**src/sv/fpg_pkg.sv**
```systemverilog
`timescale 1ns / 1ps

package fpg_pkg;

   // request and result field widths
   localparam int COUNT_W = 7;
   localparam int VALUE_W = 9;

   // largest run and the largest prime it can reach
   localparam int MAX_COUNT = 64;
   localparam int MAX_PRIME = 311;

   // trial divisor never exceeds sqrt(MAX_PRIME) + 1, square kept one bit wider
   localparam int DIV_W = 5;
   localparam int SQ_W  = VALUE_W + 1;

   localparam logic [VALUE_W-1:0] FIRST_CANDIDATE = VALUE_W'(2);
   localparam logic [DIV_W-1:0]   FIRST_DIVISOR   = DIV_W'(2);
   localparam logic [SQ_W-1:0]    FIRST_SQUARE    = SQ_W'(4);

   // status from the remainder unit to the sequencer
   typedef struct packed {
      logic busy;
      logic done;
      logic rem_zero;
   } rem_status_type;

endpackage

```
**src/sv/fpg_rem_unit.sv**
```systemverilog
`timescale 1ns / 1ps

module fpg_rem_unit (
   input  logic                          clock,
   input  logic                          reset,
   input  logic                          start,
   input  logic [fpg_pkg::VALUE_W-1:0]   dividend,
   input  logic [fpg_pkg::DIV_W-1:0]     divisor,
   output fpg_pkg::rem_status_type       status
);
   import fpg_pkg::*;

   logic                busy_ff, busy_in;
   logic [VALUE_W-1:0]  rem_ff, rem_in;
   logic [DIV_W-1:0]    div_ff, div_in;
   logic [VALUE_W-1:0]  div_ext;
   logic                below;

   // one compare and subtract per cycle
   assign div_ext = VALUE_W'(div_ff);
   assign below   = rem_ff < div_ext;

   always_comb begin
      busy_in = busy_ff;
      rem_in  = rem_ff;
      div_in  = div_ff;
      if (start) begin
         busy_in = 1'b1;
         rem_in  = dividend;
         div_in  = divisor;
      end else if (busy_ff) begin
         if (below) begin
            busy_in = 1'b0;
         end else begin
            rem_in = rem_ff - div_ext;
         end
      end
   end

   always_ff @(posedge clock) begin
      if (reset) begin
         busy_ff <= 1'b0;
      end else begin
         busy_ff <= busy_in;
      end
      rem_ff <= rem_in;
      div_ff <= div_in;
   end

   assign status.busy     = busy_ff;
   assign status.done     = busy_ff && below;
   assign status.rem_zero = rem_ff == '0;

endmodule

```
**src/sv/first_primes_generator.sv**
```systemverilog
`timescale 1ns / 1ps

// first primes generator
// req channel: one word carries req_prime_count, the number of primes wanted.
//   a count of 0 is taken and gives nothing; counts above 64 are cut to 64.
// rsp channel: one word per prime, ascending from 2, rsp_last_of_run set on
//   the final prime of the run.
// each candidate is tested by trial division with divisors 2 .. floor(sqrt).
//   one shared remainder unit subtracts the divisor once per cycle, so a
//   division takes longer as the quotient grows, and each divisor also
//   passes through the test state; shorter runs finish much sooner than a
//   full run of 64 primes.
// after a request is taken, the first prime passes the test and prime states, then the output register.
// req_ready is high only while no run is in progress; the last word of a run
//   may still sit in the output register while the next request is taken.
// when the receiver stalls, the found prime waits in the output register and
//   the search continues up to the next prime, then holds there.
// reset is synchronous and drops any run and any pending word.

module first_primes_generator (
   input  logic                          clock,
   input  logic                          reset,
   input  logic                          req_valid,
   output logic                          req_ready,
   input  logic [fpg_pkg::COUNT_W-1:0]   req_prime_count,
   output logic                          rsp_valid,
   input  logic                          rsp_ready,
   output logic [fpg_pkg::VALUE_W-1:0]   rsp_prime_value,
   output logic                          rsp_last_of_run
);
   import fpg_pkg::*;

   localparam logic [1:0] S_IDLE  = 2'd0;
   localparam logic [1:0] S_TEST  = 2'd1;
   localparam logic [1:0] S_DIV   = 2'd2;
   localparam logic [1:0] S_PRIME = 2'd3;

   logic [1:0]          state_ff, state_in;
   logic [COUNT_W-1:0]  want_ff, want_in;
   logic [COUNT_W-1:0]  got_ff, got_in;
   logic [VALUE_W-1:0]  cand_ff, cand_in;
   logic [DIV_W-1:0]    div_ff, div_in;
   logic [SQ_W-1:0]     sq_ff, sq_in;
   logic                out_valid_ff, out_valid_in;
   logic [VALUE_W-1:0]  out_value_ff, out_value_in;
   logic                out_last_ff, out_last_in;

   logic                req_take;
   logic                out_free;
   logic [COUNT_W-1:0]  want_sat;
   logic [COUNT_W-1:0]  got_next;
   logic                sq_over;
   logic                rem_start;
   rem_status_type      rem_st;

   // shared remainder unit
   fpg_rem_unit u_rem (
      .clock    (clock),
      .reset    (reset),
      .start    (rem_start),
      .dividend (cand_ff),
      .divisor  (div_ff),
      .status   (rem_st)
   );

   assign req_ready = state_ff == S_IDLE;
   assign req_take  = req_valid && req_ready;
   assign out_free  = !out_valid_ff || rsp_ready;
   assign want_sat  = (req_prime_count > COUNT_W'(MAX_COUNT)) ?
                      COUNT_W'(MAX_COUNT) : req_prime_count;
   assign got_next  = got_ff + COUNT_W'(1);
   // divisor squared past the candidate: no divisor left, so it is prime
   assign sq_over   = sq_ff > SQ_W'(cand_ff);
   assign rem_start = (state_ff == S_TEST) && !sq_over;

   always_comb begin
      state_in     = state_ff;
      want_in      = want_ff;
      got_in       = got_ff;
      cand_in      = cand_ff;
      div_in       = div_ff;
      sq_in        = sq_ff;
      out_valid_in = out_valid_ff && !rsp_ready;
      out_value_in = out_value_ff;
      out_last_in  = out_last_ff;
      case (state_ff)
         S_IDLE: begin
            if (req_take) begin
               want_in = want_sat;
               got_in  = '0;
               cand_in = FIRST_CANDIDATE;
               div_in  = FIRST_DIVISOR;
               sq_in   = FIRST_SQUARE;
               if (want_sat != '0) begin
                  state_in = S_TEST;
               end
            end
         end
         S_TEST: begin
            if (sq_over) begin
               state_in = S_PRIME;
            end else begin
               state_in = S_DIV;
            end
         end
         S_DIV: begin
            if (rem_st.done) begin
               state_in = S_TEST;
               if (rem_st.rem_zero) begin
                  // composite, move to the next candidate
                  cand_in = cand_ff + VALUE_W'(1);
                  div_in  = FIRST_DIVISOR;
                  sq_in   = FIRST_SQUARE;
               end else begin
                  // (d+1)^2 = d^2 + 2d + 1
                  div_in = div_ff + DIV_W'(1);
                  sq_in  = sq_ff + SQ_W'({div_ff, 1'b0}) + SQ_W'(1);
               end
            end
         end
         S_PRIME: begin
            if (out_free) begin
               out_valid_in = 1'b1;
               out_value_in = cand_ff;
               out_last_in  = got_next == want_ff;
               got_in       = got_next;
               cand_in      = cand_ff + VALUE_W'(1);
               div_in       = FIRST_DIVISOR;
               sq_in        = FIRST_SQUARE;
               if (got_next == want_ff) begin
                  state_in = S_IDLE;
               end else begin
                  state_in = S_TEST;
               end
            end
         end
         default: begin
            state_in = S_IDLE;
         end
      endcase
   end

   always_ff @(posedge clock) begin
      if (reset) begin
         state_ff     <= S_IDLE;
         want_ff      <= '0;
         got_ff       <= '0;
         out_valid_ff <= 1'b0;
      end else begin
         state_ff     <= state_in;
         want_ff      <= want_in;
         got_ff       <= got_in;
         out_valid_ff <= out_valid_in;
      end
      cand_ff      <= cand_in;
      div_ff       <= div_in;
      sq_ff        <= sq_in;
      out_value_ff <= out_value_in;
      out_last_ff  <= out_last_in;
   end

   assign rsp_valid       = out_valid_ff;
   assign rsp_prime_value = out_value_ff;
   assign rsp_last_of_run = out_last_ff;

`ifndef SYNTHESIS
   // the run count never passes the requested count
   a_got_bounded: assert property (@(posedge clock) disable iff (reset)
      got_ff <= want_ff)
      else $error("prime count passed request");

   // the sequencer waits on the divider only while it is running
   a_div_busy: assert property (@(posedge clock) disable iff (reset)
      state_ff == S_DIV |-> rem_st.busy)
      else $error("waiting on idle remainder unit");

   // a pending last word with a new run under way means nothing was emitted yet
   a_last_pending: assert property (@(posedge clock) disable iff (reset)
      (out_valid_ff && out_last_ff && state_ff != S_IDLE) |-> got_ff == '0)
      else $error("new run emitted past a pending last word");

   // candidates stay within the range of the largest run
   a_cand_range: assert property (@(posedge clock) disable iff (reset)
      state_ff != S_IDLE |-> cand_ff <= VALUE_W'(MAX_PRIME))
      else $error("candidate out of range");

   // every emitted word is at least the first prime
   a_value_floor: assert property (@(posedge clock) disable iff (reset)
      out_valid_ff |-> out_value_ff >= FIRST_CANDIDATE)
      else $error("emitted value below two");
`endif

endmodule

```
**config.mk**
```make
export PLATFORM = sky130hd
export DESIGN_NAME = first_primes_generator
export DESIGN_NICKNAME = d
export VERILOG_FILES = /design/src/sv/fpg_pkg.sv /design/src/sv/fpg_rem_unit.sv /design/src/sv/first_primes_generator.sv
export SDC_FILE = /design/constraint.sdc
export NUM_CORES = 1
export LEC_CHECK = 0
export BUFFER_PORTS_ARGS = -buffer_cell sky130_fd_sc_hd__buf_2
export CAP_MARGIN = 20
export CELL_PAD_IN_SITES_DETAIL_PLACEMENT = 1
export CELL_PAD_IN_SITES_GLOBAL_PLACEMENT = 1
export CORE_MARGIN = 2
export CORE_UTILIZATION = 40
export DETAILED_ROUTE_END_ITERATION = 6
export HOLD_SLACK_MARGIN = 0.08
export MAX_ROUTING_LAYER = met4
export PLACE_DENSITY = 0.72
export SKIP_LAST_GASP = 1
export SLEW_MARGIN = 20
export SYNTH_ARGS = -nofsm -noshare
export SYNTH_HDL_FRONTEND = slang
export SYNTH_HIERARCHICAL = 1
export SYNTH_SLANG_ARGS = --single-unit
```
**constraint.sdc**
```tcl
create_clock -name clock -period 8.6 [get_ports clock]
set_clock_uncertainty 0.2 [all_clocks]
set_input_delay 1.29 -clock clock [delete_from_list [all_inputs] [get_ports clock]]
set_output_delay 1.29 -clock clock [all_outputs]
set_load 0.01 [all_outputs]
```
# Yosys cells after proc, flatten, opt, wreduce, memory -nomap -nowiden
# Index checks and enable logic that the tools add are counted.
dict set report word_totals {
  reg_bits 66
  latchBits 0
  ram_bits 0
  mem_bits_ro 0
  inputBits 11
  output_inout_bits 12
  word_cells 86
  mem_count 0
}
dict set report op_classes {
  addsub 6
  multipliers 0
  n_div 0
  magnitude_cmp 3
  n_eq_ne 10
  shift 0
  mux 34
  bitwise_logic 0
  reduce_logical 21
}
# op count
set ops {}
lappend ops {{9-bit 2-to-1 mux} 7}
lappend ops {{10-bit 2-to-1 mux} 4}
lappend ops {{10-bit one-hot mux with 3 select lines} 1}
lappend ops {{9-bit one-hot mux with 3 select lines} 1}
lappend ops {{7-bit 2-to-1 mux} 3}
lappend ops {{5-bit 2-to-1 mux} 4}
lappend ops {{5-bit one-hot mux with 3 select lines} 1}
lappend ops {{7-bit one-hot mux with 2 select lines} 1}
lappend ops {{10-bit by 1-bit adder with 10-bit output, second input constant} 1}
lappend ops {{10-bit by 6-bit adder with 10-bit output} 1}
lappend ops {{10-bit by 9-bit > comparator with 1-bit output} 1}
lappend ops {{9-bit by 1-bit adder with 9-bit output, second input constant} 1}
lappend ops {{9-bit logical NOT} 1}
lappend ops {{9-bit by 5-bit less-than comparator with 1-bit output} 1}
lappend ops {{9-bit by 5-bit subtractor with 9-bit output} 1}
lappend ops {{2-bit 2-to-1 mux} 4}
lappend ops {{2-bit != test, second input constant} 4}
lappend ops {{2-bit one-hot mux with 4 select lines} 1}
lappend ops {{4-bit AND reduction} 2}
lappend ops {{7-bit by 1-bit adder with 7-bit output, second input constant} 1}
lappend ops {{7-bit equality test} 1}
lappend ops {{7-bit > comparator, second input constant} 1}
lappend ops {{1-bit 2-to-1 mux} 7}
lappend ops {{7-bit nonzero test} 1}
lappend ops {{other kinds (13)} 23}

# Longest topological paths before layout
dict set report logic_depth {
  depth_word 6
  ltp_mapped 10
  mapped_depth_nobuf 10
}

# By module
# Netlist, hierarchy kept.
# mod instances cells_each area_per_inst_um2 seq_area_each_um2
set modules_own_cells {}
lappend modules_own_cells {first_primes_generator 1 288 2847.7 1361.3}
lappend modules_own_cells {fpg_rem_unit 1 79 864.6 440.4}

# Worst setup path after synthesis
# OpenSTA, ideal clock, no wires.
dict set report synth_timing {
  path_type {input to register}
  from {input rsp_ready}
  to {register cand_ff[0] (enable)}
  setup_time_ns 0.338
  arrival_time_ns 2.818
  required_time_ns 8.062
  setup_slack_ns 5.244
  stages 5
  n_path_buf 0
  cell_sequence {nor2b_1 > a21oi_1 > o21ai_1 > a21oi_1 > and2_1}
}
dict set report synth_between {
  elab_chain_cells 3
}
# item line_no
set synth_lines {}
lappend synth_lines {{start: declaration} first_primes_generator.sv:27} ;# input logic rsp_ready,
lappend synth_lines {{1-bit logical OR} first_primes_generator.sv:68} ;# assign out_free = !out_valid_ff || rsp_ready;
lappend synth_lines {{2-bit != test (no source line)} --}
lappend synth_lines {{5-bit AND reduction (no source line)} --}
lappend synth_lines {{end signal: assignment} first_primes_generator.sv:155} ;# cand_ff <= cand_in;
lappend synth_lines {{end: declaration} first_primes_generator.sv:41} ;# logic [VALUE_W-1:0] cand_ff, cand_in;
# Every way passes these cells.
# A chain may end at the register's enable or synchronous reset.

==> reports/metrics.cfg <==
[synthesis]
syn_nets = 405
yosys_warnings = 6
avgSynthCellArea_sq_um = 10.12
netlist_instances = 366
syn_area_sq_um = 3705

[cts]
clock-sinks = 66
clkTransAtPathRegs_ns = 0.08
cts_root_buf = clkbuf_8
postCtsSetupRepairBufs = 0
cts_max_path_buffers = 2
htree_levels = 3
cts_resized = 0
cts_tree = built
cts_buffers = 9
cts_hold_buf = 0
insertion_delay_ns = 0.35

[floorplan]
die_x_microns = 100.2
ios = 23
start_util = 0.4067
die_h_microns = 100.2
die-area_sq_um = 10050
design.core.area_sq_um = 9109
num_rows = 35

[grt]
grt_pass1_vias = 2915
grt_max_degree = 19
grtUsageTotal = 0.1883
grt_pass1_wl_microns = 14100
antenna_found_initial = 0
grt.overflow.total = 0

[timing]
period_minus_slack_ns = 3.122
hold_viol = 0
maxSlewHeadroom = 0.3215
tightestPinTransition_ns = 1.014
period_share = 0.3631
rsz0062_at_grt = no
slew_viol_final = 0
fmaxAchievable_mhz = 320.3
finalSetupTns_ns = 0
setup_viol = 0

[final_layout]
post-route-util = 0.4558
diodes = 0
fillCellCount = 1038
seqCellArea_sq_um = 1802
drive_gt1_frac = 0.1231
syn2layout_area_growth_pct = 12.06
multiInputGateArea_sq_um = 1765
nets = 432

[pwr]
vdd_drop_max_v = 0.0001005
power_leakage_nw = 1.570
p_per_area_nw_per_um2 = 368.6

[setup_path]
crit_path_start_kind = register
crit_path_max_fanout = 16
critical_path_class = reg2reg
end_kind = register
critical_path_required_ns = 8.40
crit_arrival_ns = 2.93

[status]
status = completed

[detailed_routing]
dr_total_vias = 2761
routed_wl_microns = 8577
drtAntennaViolNets = 0
drc = 0
drtIter0Drc = 63
drt-vias-per-instance = 5.424
routedWlPerCell_microns = 16.85
first_pass_iters = 4

[hold_path]
hold_path_class = reg2reg

[placement]
dp_hpwl_microns = 6320
io_buffer_count = 22
place.gp.congestion = 0.7899

[flow_run]
maxCapViolCount = 0

where the power goes:
group | internal (mW) | switching, mW | leakage [nW]
Clock | 0.159 | 0.129 | 0.116
Combinational | 0.253 | 0.374 | 0.854
Sequential | 0.502 | 0.113 | 0.599
Total | 0.914 | 0.616 | 1.57
path summary, 6_finish.rpt:
path | startpoint | end | slack [ns] | depth (start not counted)
max | u_rem/div_ff[1] | cand_ff[3] | 5.48 | 9
min | want_ff[6] | want_ff[6] | 0.29 | 2
max reg2reg | u_rem/div_ff[1] | cand_ff[3] | 5.48 | 9
min reg2reg | want_ff[6] | want_ff[6] | 0.29 | 2
layout by cell type, fill, tap and decap left out, types with 5 or more instances in the layout:
master,count
edfxtp_1,48
nor2_1,48
buf_2,22
clkbuf_8,11
inv_1,26
o21ai_0,7
o21a_1,5
xnor2_1,11
ha_1,26
nor2b_1,8
o31ai_1,7
dfxtp_1,18
o21ai_1,8
nand3_1,11
nor3_1,12
a21oi_1,25
nand2_1,24
xor2_1,9
a31oi_1,5
nor3b_1,9
layer usage:
layer	GRT usage	part of all wire	up-vias
met4	0.08641	0.025	0
met5	-	0	-
met1	0.2269	0.47	1341
met2	0.3061	0.48	34
met3	0.03621	0.023	19
li1	-	-	1367
through the flow:
step | area, sq um | power, mW | setup WS (ns) | hold slack (ns) | instances
final | 4151 | 1.530 | 5.478 | 0.2858 | 509
after detailed placement | 3929 | 1.248 | 5.464 | 0.2781 | 493
after global routing | 4151 | 1.647 | 5.307 | 0.3156 | 509
after floorplan | 3705 | 1.050 | 5.244 | 0.2481 | 366
after global placement | 3929 | 1.206 | 5.488 | 0.2705 | 493
after CTS | 4151 | 1.541 | 5.467 | 0.2895 | 509
state kept, by name, summed over array words and instances, names as in the netlist:
name and cells:
u_rem/busy_ff 1, state_ff 2, u_rem/rem_ff 9, sq_ff 10
rsp_last_of_run 1, want_ff 7, cand_ff 9, got_ff 7
rsp_valid 1, div_ff 5, u_rem/div_ff 5, rsp_prime_value 9
worst max-delay path: stages (launching register included):
cell and delay (ns):
edfxtp_1 0.44, inv_1 0.09, ha_1 0.22, nor2b_1 0.15, o2111a_1 0.31, nor4b_1 0.38, o21ai_1 0.13, a21oi_1 0.17
buf_4 0.27, and2_1 0.42
area by class of cell:
| type | instances | area share |
|---|---|---|
| timing repair buffer | 24 | 0.03014 |
| multi-input combinational | 266 | 0.4253 |
| clock inverter | 2 | 0.003315 |
| tap | 111 | 0.03345 |
| clock buffer | 14 | 0.05033 |
| inverter | 26 | 0.02351 |
| sequential | 66 | 0.4340 |
No activity file was read; power rests on OpenSTA's default activity.
